$ cat config.mk
export PLATFORM = sky130hd
export DESIGN_NAME = sorted_node_key_search
export DESIGN_NICKNAME = d
export VERILOG_FILES = /design/src/sv/snks_pkg.sv /design/src/sv/sorted_node_key_search.sv
export SDC_FILE = /design/constraint.sdc
export NUM_CORES = 1
export LEC_CHECK = 0
export BUFFER_PORTS_ARGS = -buffer_cell sky130_fd_sc_hd__buf_2
export CAP_MARGIN = 20
export CORE_ASPECT_RATIO = 0.7
export CORE_MARGIN = 10
export CORE_UTILIZATION = 55
export DETAILED_ROUTE_END_ITERATION = 8
export PLACE_DENSITY = 0.85
export SYNTH_ARGS = -nofsm -noshare
export SYNTH_HDL_FRONTEND = slang
export SYNTH_SLANG_ARGS = --single-unit
$ cat constraint.sdc
create_clock -name aclk -period 4.8 [get_ports aclk]
set_input_delay 0.96 -clock aclk [delete_from_list [all_inputs] [get_ports aclk]]
set_output_delay 0.96 -clock aclk [all_outputs]
set_load 0.05 [all_outputs]
$ cat src/sv/snks_pkg.sv
// Shared types and constants for the sorted node key search block.
`timescale 1ns / 1ps

package snks_pkg;

    // Width of the reported key position and its "none" code
    localparam int POS_W = 6;
    localparam logic [POS_W-1:0] POS_NONE = '1;

    // Item kinds on the input channel
    typedef enum logic [1:0] {
        KIND_LOAD  = 2'd0,
        KIND_FLOOR = 2'd1,
        KIND_EXACT = 2'd2
    } kind_t;

    // Sequencer states
    typedef enum logic [1:0] {
        ST_IDLE,
        ST_SCAN,
        ST_DONE
    } state_t;

endpackage

$ cat src/sv/sorted_node_key_search.sv
// Key store of one tree node with a sequential floor and exact search.
// Load beat: written at the next free slot (slot 0 with s_restart, dropped when full); ready stays high.
// Query beat: keys are read one per cycle from the key memory into one comparator, and the
//   registered result is then offered as the result beat (an empty node skips the scan).
// Not ready from query acceptance until the result beat is taken.
// Reset (aresetn low, synchronous) empties the node; key memory contents are not cleared.
`timescale 1ns / 1ps

module sorted_node_key_search
    import snks_pkg::*;
#(
    parameter int MAX_KEYS = 32,
    parameter int KEY_BITS = 32
) (
    input  logic                       aclk,
    input  logic                       aresetn,
    input  logic                       s_valid,
    output logic                       s_ready,
    input  logic [1:0]                 s_kind,
    input  logic signed [KEY_BITS-1:0] s_key_value,
    input  logic                       s_restart,
    output logic                       m_valid,
    input  logic                       m_ready,
    output logic signed [POS_W-1:0]    m_position
);

    localparam int CNT_W = $clog2(MAX_KEYS + 1);
    localparam int IDX_W = $clog2(MAX_KEYS);
    localparam logic [CNT_W-1:0] CNT_MAX = CNT_W'(MAX_KEYS);

    // Key memory
    logic [KEY_BITS-1:0] key_mem [MAX_KEYS];
    logic [KEY_BITS-1:0] rd_data_reg;
    logic                wr_en;
    logic [IDX_W-1:0]    wr_addr;

    // Control and datapath registers
    state_t              state_reg, state_next;
    logic [CNT_W-1:0]    count_reg, count_next;
    logic                is_exact_reg, is_exact_next;
    logic [KEY_BITS-1:0] key_reg, key_next;
    logic [IDX_W-1:0]    rd_idx_reg, rd_idx_next;
    logic                issue_reg, issue_next;
    logic                cmp_vld_reg, cmp_vld_next;
    logic [IDX_W-1:0]    cmp_idx_reg, cmp_idx_next;
    logic                lt0_reg, lt0_next;
    logic                prev_le_reg, prev_le_next;
    logic                found_reg, found_next;
    logic [IDX_W-1:0]    found_idx_reg, found_idx_next;
    logic [POS_W-1:0]    pos_reg, pos_next;

    logic                in_beat;
    logic                is_query;
    logic [CNT_W-1:0]    count_dec;
    logic [IDX_W-1:0]    last_idx;
    logic                key_lt;
    logic                key_eq;
    logic                scan_last;
    logic                lt0_now;
    logic                found_now;
    logic [IDX_W-1:0]    found_idx_now;
    logic [IDX_W+POS_W-1:0] idx_ext;
    logic [IDX_W+POS_W-1:0] last_ext;

    assign in_beat   = s_valid && s_ready;
    assign is_query  = (s_kind == KIND_FLOOR) || (s_kind == KIND_EXACT);
    assign count_dec = count_reg - CNT_W'(1);
    assign last_idx  = count_dec[IDX_W-1:0];

    // Shared comparator: search key against the key read back
    assign key_lt    = $signed(key_reg) < $signed(rd_data_reg);
    assign key_eq    = key_reg == rd_data_reg;
    assign scan_last = cmp_vld_reg && (cmp_idx_reg == last_idx);

    // Next state
    always_comb begin
        state_next = state_reg;
        case (state_reg)
            ST_IDLE: begin
                if (in_beat && is_query) begin
                    state_next = (count_reg == '0) ? ST_DONE : ST_SCAN;
                end
            end
            ST_SCAN: begin
                if (scan_last) begin
                    state_next = ST_DONE;
                end
            end
            ST_DONE: begin
                if (m_ready) begin
                    state_next = ST_IDLE;
                end
            end
            default: state_next = ST_IDLE;
        endcase
    end

    // Handshake outputs
    always_comb begin
        s_ready = 1'b0;
        m_valid = 1'b0;
        case (state_reg)
            ST_IDLE: s_ready = 1'b1;
            ST_SCAN: s_ready = 1'b0;
            ST_DONE: m_valid = 1'b1;
            default: s_ready = 1'b0;
        endcase
    end

    assign m_position = pos_reg;

    // Load path and scan datapath
    always_comb begin
        count_next     = count_reg;
        is_exact_next  = is_exact_reg;
        key_next       = key_reg;
        rd_idx_next    = rd_idx_reg;
        issue_next     = issue_reg;
        cmp_vld_next   = 1'b0;
        cmp_idx_next   = rd_idx_reg;
        lt0_next       = lt0_reg;
        prev_le_next   = prev_le_reg;
        found_next     = found_reg;
        found_idx_next = found_idx_reg;
        pos_next       = pos_reg;
        wr_en          = 1'b0;
        wr_addr        = count_reg[IDX_W-1:0];
        lt0_now        = lt0_reg;
        found_now      = found_reg;
        found_idx_now  = found_idx_reg;
        idx_ext        = '0;
        last_ext       = '0;

        // Accepted beat in idle
        if (in_beat) begin
            if (s_kind == KIND_LOAD) begin
                if (s_restart) begin
                    wr_en      = 1'b1;
                    wr_addr    = '0;
                    count_next = CNT_W'(1);
                end else if (count_reg < CNT_MAX) begin
                    wr_en      = 1'b1;
                    count_next = count_reg + CNT_W'(1);
                end
            end else if (is_query) begin
                is_exact_next = s_kind == KIND_EXACT;
                key_next      = s_key_value;
                rd_idx_next   = '0;
                issue_next    = count_reg != '0;
                found_next    = 1'b0;
                prev_le_next  = 1'b0;
                lt0_next      = 1'b0;
                pos_next      = POS_NONE;
            end
        end

        // Read issue: one address per cycle up to the last stored key
        if (state_reg == ST_SCAN && issue_reg) begin
            cmp_vld_next = 1'b1;
            if (rd_idx_reg == last_idx) begin
                issue_next = 1'b0;
            end else begin
                rd_idx_next = rd_idx_reg + IDX_W'(1);
            end
        end

        // Compare step on the key read back
        if (state_reg == ST_SCAN && cmp_vld_reg) begin
            if (is_exact_reg) begin
                if (key_eq && !found_reg) begin
                    found_now     = 1'b1;
                    found_idx_now = cmp_idx_reg;
                end
            end else begin
                if (cmp_idx_reg == '0) begin
                    lt0_now = key_lt;
                end else if (prev_le_reg && key_lt && !found_reg) begin
                    found_now     = 1'b1;
                    found_idx_now = cmp_idx_reg - IDX_W'(1);
                end
                prev_le_next = !key_lt;
            end
            lt0_next       = lt0_now;
            found_next     = found_now;
            found_idx_next = found_idx_now;

            // Final key: form the result
            if (scan_last) begin
                idx_ext  = {{POS_W{1'b0}}, found_idx_now};
                last_ext = {{POS_W{1'b0}}, last_idx};
                if (is_exact_reg) begin
                    pos_next = found_now ? idx_ext[POS_W-1:0] : POS_NONE;
                end else if (lt0_now) begin
                    pos_next = POS_NONE;
                end else if (!key_lt) begin
                    pos_next = last_ext[POS_W-1:0];
                end else if (found_now) begin
                    pos_next = idx_ext[POS_W-1:0];
                end else begin
                    pos_next = POS_NONE;
                end
            end
        end
    end

    // Key memory: one write port, registered read
    always_ff @(posedge aclk) begin
        if (wr_en) begin
            key_mem[wr_addr] <= s_key_value;
        end
        rd_data_reg <= key_mem[rd_idx_reg];
    end

    // Control registers
    always_ff @(posedge aclk) begin
        if (!aresetn) begin
            state_reg   <= ST_IDLE;
            count_reg   <= '0;
            issue_reg   <= 1'b0;
            cmp_vld_reg <= 1'b0;
        end else begin
            state_reg   <= state_next;
            count_reg   <= count_next;
            issue_reg   <= issue_next;
            cmp_vld_reg <= cmp_vld_next;
        end
    end

    // Payload registers
    always_ff @(posedge aclk) begin
        is_exact_reg  <= is_exact_next;
        key_reg       <= key_next;
        rd_idx_reg    <= rd_idx_next;
        cmp_idx_reg   <= cmp_idx_next;
        lt0_reg       <= lt0_next;
        prev_le_reg   <= prev_le_next;
        found_reg     <= found_next;
        found_idx_reg <= found_idx_next;
        pos_reg       <= pos_next;
    end

    // Checks
    a_count_bound: assert property (@(posedge aclk) disable iff (!aresetn)
        count_reg <= CNT_MAX)
        else $error("key count above capacity");

    a_query_blocks: assert property (@(posedge aclk) disable iff (!aresetn)
        (in_beat && is_query) |=> !s_ready)
        else $error("ready after query beat");

    a_no_overlap: assert property (@(posedge aclk) disable iff (!aresetn)
        !(s_ready && m_valid))
        else $error("input ready while result pending");

    a_cmp_in_range: assert property (@(posedge aclk) disable iff (!aresetn)
        cmp_vld_reg |-> (cmp_idx_reg <= last_idx && state_reg == ST_SCAN))
        else $error("compare index beyond stored keys");

endmodule

* Word-level counts from Yosys, hierarchy flattened
Memory sizes are Yosys's and may differ from the RTL's. A register that Yosys moved wholly into a read port is not among the register bits.
Index checks and enable logic that the tools add are counted.
** Storage, ports and cells
- Output and inout bits :: 8
- RAM bits :: 1024
- Logic and storage cells :: 115
- Memories kept :: 1
- Bits in registers :: 67
** Cells by class
- Magnitude comparators :: 2
- Add/subtract/negate cells :: 4
- Equality and inequality tests :: 11
- Muxes and demuxes :: 60
- Reductions and logical operators :: 23
- Bitwise gates (word level) :: 1
** Memories
- key_mem :: words 32, width 32, read ports 1, clocked after Yosys merged registers in 1, wr ports 1, RTL line sorted_node_key_search.sv:32 : logic [KEY_BITS-1:0] key_mem [MAX_KEYS];
** Operators by type and width (count)
- 2-to-1 mux 6 bit :: 11
- 2-to-1 mux 5 bit :: 12
- == test 32 bit :: 1
- less-than comparator 32 bit :: 1
- 2-to-1 mux 1 bit :: 32
- AND reduction 3 bit :: 4
- == test 5 bit :: 2
- subtractor 5 x 1 -> 5 bit (second input constant) :: 2
- logical AND 1 bit :: 8
- 2-to-1 mux 2 bit :: 4
- adder 6 x 1 -> 6 bit (second input constant) :: 1
- zero test 6 bit :: 1
- less-than comparator 6 bit (second input constant) :: 1
- != test 2 bit (second input constant) :: 3
- case mux 2 bit (3 select lines) :: 1
- nonzero test 2 bit :: 3
- nonzero test 6 bit :: 1
- adder 5 x 1 -> 5 bit (second input constant) :: 1
- zero test 5 bit :: 1
- == test 2 x 1 -> 1 bit (second input constant) :: 2
- == test 2 bit (second input constant) :: 2
- zero test 2 bit :: 2
- zero test 1 bit :: 2
- != test 2 x 1 -> 1 bit (second input constant) :: 1
- other kinds (2) :: 2

* Logic depth before layout (Yosys ltp)
- Word-level depth :: 13
- Depth in mapped cells :: 12
- Gate-level depth less buffers :: 10

* Worst setup path before layout
No wires, ideal clock.
- Path type :: reg2reg
- Start point :: reg state_reg[0]
- End point :: mem key_mem[29][0], enable pin
- Stages on the path, launching flop included :: 6
- Period minus slack after synthesis :: 4.603 ns
- Slack :: 0.197 ns
- Data arrival time :: 4.142 ns
- Setup time :: 0.461 ns
- Path through :: dfxtp_1 -> nor2_1 -> nand3_1 -> nor3_1 -> nand3_1 -> nor3_1
** Between the ends
- Cells in the longest elaborated chain, start to end :: 6
- Elaborated cells between the ends (all ways) :: 7
- Classes of those cells :: mux (5); reduce/logical (2)
** Ends and longest elaborated chain
- start: declaration :: RTL line sorted_node_key_search.sv:38 : state_t state_reg, state_next;
- start signal: assignment :: RTL line sorted_node_key_search.sv:222 : state_reg <= state_next;
- zero test 2 bit * :: RTL line sorted_node_key_search.sv:102 : case (state_reg)
- 2-to-1 mux 1 bit * :: RTL line sorted_node_key_search.sv:102
- named net s_ready :: RTL line sorted_node_key_search.sv:18 : output logic s_ready,
- logical AND 1 bit * :: RTL line sorted_node_key_search.sv:65 : assign in_beat = s_valid && s_ready;
- 2-to-1 mux 1 bit :: RTL line sorted_node_key_search.sv:135 : if (in_beat) begin
- 2-to-1 mux 1 bit :: RTL line sorted_node_key_search.sv:208 : if (wr_en) begin
- 2-to-1 mux 1 bit (not written as such) :: RTL line sorted_node_key_search.sv:209 : key_mem[wr_addr] <= s_key_value;
- end: declaration :: RTL line sorted_node_key_search.sv:32
Mark *: on every way through the listed nets, which the timed path passes. The rest lies on a longest branch.

* Worst setup path after layout
- Start point :: reg key_reg[12]
- End point :: reg found_idx_reg[1] (data pin)
** Between the ends
- Cells in the longest elaborated chain, start to end :: 6
- Elaborated cells between the ends (all ways) :: 9
- Classes of those cells :: order compare (1); eq/ne (1); mux (4); reduce/logical (3)
** Ends and longest elaborated chain
- start: declaration :: RTL line sorted_node_key_search.sv:41 : logic [KEY_BITS-1:0] key_reg, key_next;
- start signal: assignment :: RTL line sorted_node_key_search.sv:232 : key_reg <= key_next;
- less-than comparator 32 bit :: RTL line sorted_node_key_search.sv:71 : assign key_lt = $signed(key_reg) < $signed(rd_data_reg);
- logical AND 1 bit (2 in series) :: RTL line sorted_node_key_search.sv:177 : end else if (prev_le_reg && key_lt && !found_reg) begin
- 2-to-1 mux 5 bit :: RTL line sorted_node_key_search.sv:177
- 2-to-1 mux 5 bit :: RTL line sorted_node_key_search.sv:175 : if (cmp_idx_reg == '0) begin
- 2-to-1 mux 5 bit * :: RTL line sorted_node_key_search.sv:169 : if (is_exact_reg) begin
- end signal: assignment :: RTL line sorted_node_key_search.sv:238 : found_idx_reg <= found_idx_next;
- end: declaration :: RTL line sorted_node_key_search.sv:49 : logic [IDX_W-1:0] found_idx_reg, found_idx_next;
Every way passes the cells marked *; elsewhere a longest branch is shown, timed or not.
A chain may end at the register's enable or synchronous reset.

==> results.yml <==
status:
  status: "finished, final reports clean"
sta:
  maxSlewHeadroom: 0.235
  fin_crit_ps: 3670
  setup_viol_count_final: 0
  tns_ps: 0
  rsz0062_at_grt: "false"
  hold_viol_final: 0
  worstMarginPinSlew_ps: 1150
  fin_skew_ps: 19.1
  timing.fmax_ghz: 0.272
  period_share: 0.765
  slew_viol_final: 0
drt:
  wl_per_cell_um: 33.3
  drt_iter0_drc: 3411
  via_count: 21157
  detail-route-antenna-nets: 0
  drcViolationCount: 0
  drt_pre_antenna_iters: 8
  viasPerCell: 6.68
  drt-total-wl_um: 105000
placed_design:
  gp_congestion: 0.904
  hpwl_um: 60200
  port_buffers: 46
yosys:
  synth_top_family_by_area: "multiplexers"
  synth_adder_area_share: 0.0110
  synth_area_leaders: "edfxtp_1 (74%), mux4_2 (17%), dfxtp_1 (2.7%)"
  async_reset_ff_frac: 0
  synth.distinct_cells: 59
  synth-compound-area-share: 0.0115
  synth_top_area_frac: 0.737
  syn_nets: 1998
  yosysTopAreaCell: "edfxtp_1"
  avgSynthCellArea_um2: 22.6
  synth_area_um2: 43400
  ys_seq_area_frac: 0.764
  syn_inst: 1921
  ys_seq_elements: 1123
  synthMuxAreaShare: 0.176
  ys_warn_count: 0
  synth_edf_count: 1064
  synthSimpleGateAreaFrac: 0.0191
  ys.flop_type: "edfxtp_1"
  synthXorXnorAreaFrac: 0.00401
global_route:
  grt_pass1_wl_um: 156000
  grt_max_degree: 70
  overflow: 0
  grt_pass1_vias: 21473
  antenna_found_initial: 6
  grt.total_usage: 0.236
cells_and_area:
  drive_gt1_frac: 0.302
  nNetsFinal: 2111
  seqCellArea_um2: 33100
  utilization: 0.617
  largest_reg_flops: 1024
  multi_input_area_um2: 9840
  area_delta_synth_final_pct: 11.6
  fillers: 4964
floorplan:
  ioPinCount: 47
  die_w_um: 356
  core_um2: 78400
  rows: 86
  die-area_um2: 90700
  die_h_um: 255
  start_util: 0.553
clock_network:
  clockBufferDepth: 3
  ctsResizeCount: 0
  clk-insertion-delay-late_ps: 680
  cts_sinks: 1123
  ctsHoldBuffers: 0
  cts_buffers: 94
  postCtsSetupRepairBufs: 0
  cts_htree_levels: 3
  clkTransAtPathRegs_ps: 70
  cts_tree: "yes"
  cts-root-buf: "clkbuf_16"
worst_setup_path:
  start_kind: "flip-flop"
  cp_max_fo: 7
  arrival_ps: 4080
  end_kind: "flip-flop"
  required_ps: 5210
  crit_chain: "ha_1 -> nand4_2 -> nor4_2 -> o21ai_1 -> a31o_2 -> a31oi_2 -> nor3_1 -> o31ai_1 -> inv_1"
  critPathMaxStageDelay_ps: 730
  critPathKind: "flip-flop to flip-flop"
  crit_path_top_delay_cell: "nor4_2"
power:
  power.density_nw_per_um2: 393
  p_leak_nw: 14.8
  vdd_drop_max_mv: 0.351
job:
  drv_cap: 0
worst_hold_path:
  hp-class: "flip-flop to flip-flop"
## synthesized netlist by cell type (all sizes together) (5+ instances only)
master	number
xor2	12
nor2b	6
a21oi	29
buf	43
nand4	12
xnor2	7
ha	38
clkbuf	44
edfxtp	1064
a31oi	6
mux2i	6
nand3	14
nor2	56
nand2b	6
nor3	16
o21ai	9
mux2	33
and3	5
dfxtp	59
nand2	40
mux4	320
inv	48
## routing by layer
layer / track usage / vias up / wire length [µm]
met5: 0 / - / 57
met1: 0.325 / 11106 / 38700
li1: - / 8292 / -
met2: 0.385 / 1533 / 52100
met4: 0.0728 / 8 / 3590
met3: 0.0459 / 218 / 11000
## metrics by stage
step / hold WS [ps] / cell area (µm²) / std cells / power [mW] / setup WS, ps
finish: 490 / 48400 / 3169 / 19.0 / 1130
global route: 503 / 48400 / 3167 / 19.5 / 1080
CTS: 490 / 48400 / 3166 / 19.1 / 1380
detailed placement: 474 / 45300 / 2993 / 11.4 / 926
global placement: 452 / 45300 / 2993 / 11.4 / 1110
floorplan: 329 / 43400 / 1921 / 11.2 / 197
## path summary, 6_finish.rpt
check                 from               end  slack (ps)  cells past startpoint
max            key_reg[12]  found_idx_reg[1]        1130                      9
max reg2reg    key_reg[12]  found_idx_reg[1]        1130                      9
min reg2reg  m_position[5]     m_position[5]         490                      1
min          m_position[5]     m_position[5]         490                      1
## placed cells by master, fill, tap and decap left out, types with 5 or more instances in the layout
cell / Yosys / layout
mux2i_1: 6 / 6
nand3_1: 14 / 14
xor2_1: 12 / 12
inv_1: 47 / 47
mux2_2: 33 / 33
nor2_4: 0 / 28
clkinv_1: 0 / 20
dfxtp_1: 59 / 54
buf_12: 0 / 12
clkbuf_1: 44 / 21
clkbuf_8: 0 / 7
xnor2_1: 6 / 6
buf_4: 19 / 46
nor2b_1: 6 / 6
bufinv_16: 0 / 9
edfxtp_1: 1064 / 1064
nor3_1: 16 / 12
ha_1: 38 / 38
and3_1: 5 / 5
buf_2: 15 / 46
nand2_1: 40 / 40
clkbuf_16: 0 / 97
nand2b_1: 6 / 6
nand4_1: 11 / 11
a21oi_1: 29 / 29
mux4_2: 320 / 320
clkinv_2: 0 / 12
nor2_1: 55 / 27
o21ai_1: 5 / 5
## cell families (layout without fill, tap and decap cells)
logic type,after synthesis,in the layout
muxes,359,359
other,0,2
buffers and inverters,135,325
adders and majority gates,38,38
xor gates and xnor gates,19,19
AOI/OAI and AO/OA,75,75
and+or+nand+nor,172,172
DFF,1123,1123
## final cells by class
type / instances / area share
antenna: 2 / 0.000103
clock buffer: 125 / 0.0538
clock inverter: 48 / 0.00975
inverter: 48 / 0.00372
multi-input combinational: 663 / 0.203
sequential: 1123 / 0.685
tap: 1056 / 0.0273
timing repair buffer: 104 / 0.0169
## critical path, delay by kind of cell (launching register included)
family | cells | cell delay, ps
compound gates | 4 | 1550
fa+ha+maj | 1 | 320
buf+inv | 1 | 80
flops | 1 | 400
simple gates | 3 | 1060
## power breakdown
| group | internal [mW] | switching [mW] | total [mW] | leakage [nW] |
|---|---|---|---|---|
| sequential | 10.8 | 0.0269 | 10.8 | 10.1 |
| clock | 4.30 | 3.47 | 7.77 | 1.50 |
| combinational | 0.128 | 0.334 | 0.462 | 3.25 |
| total | 15.2 | 3.84 | 19.0 | 14.8 |
Note: power is estimated with default switching activity, not from simulation.
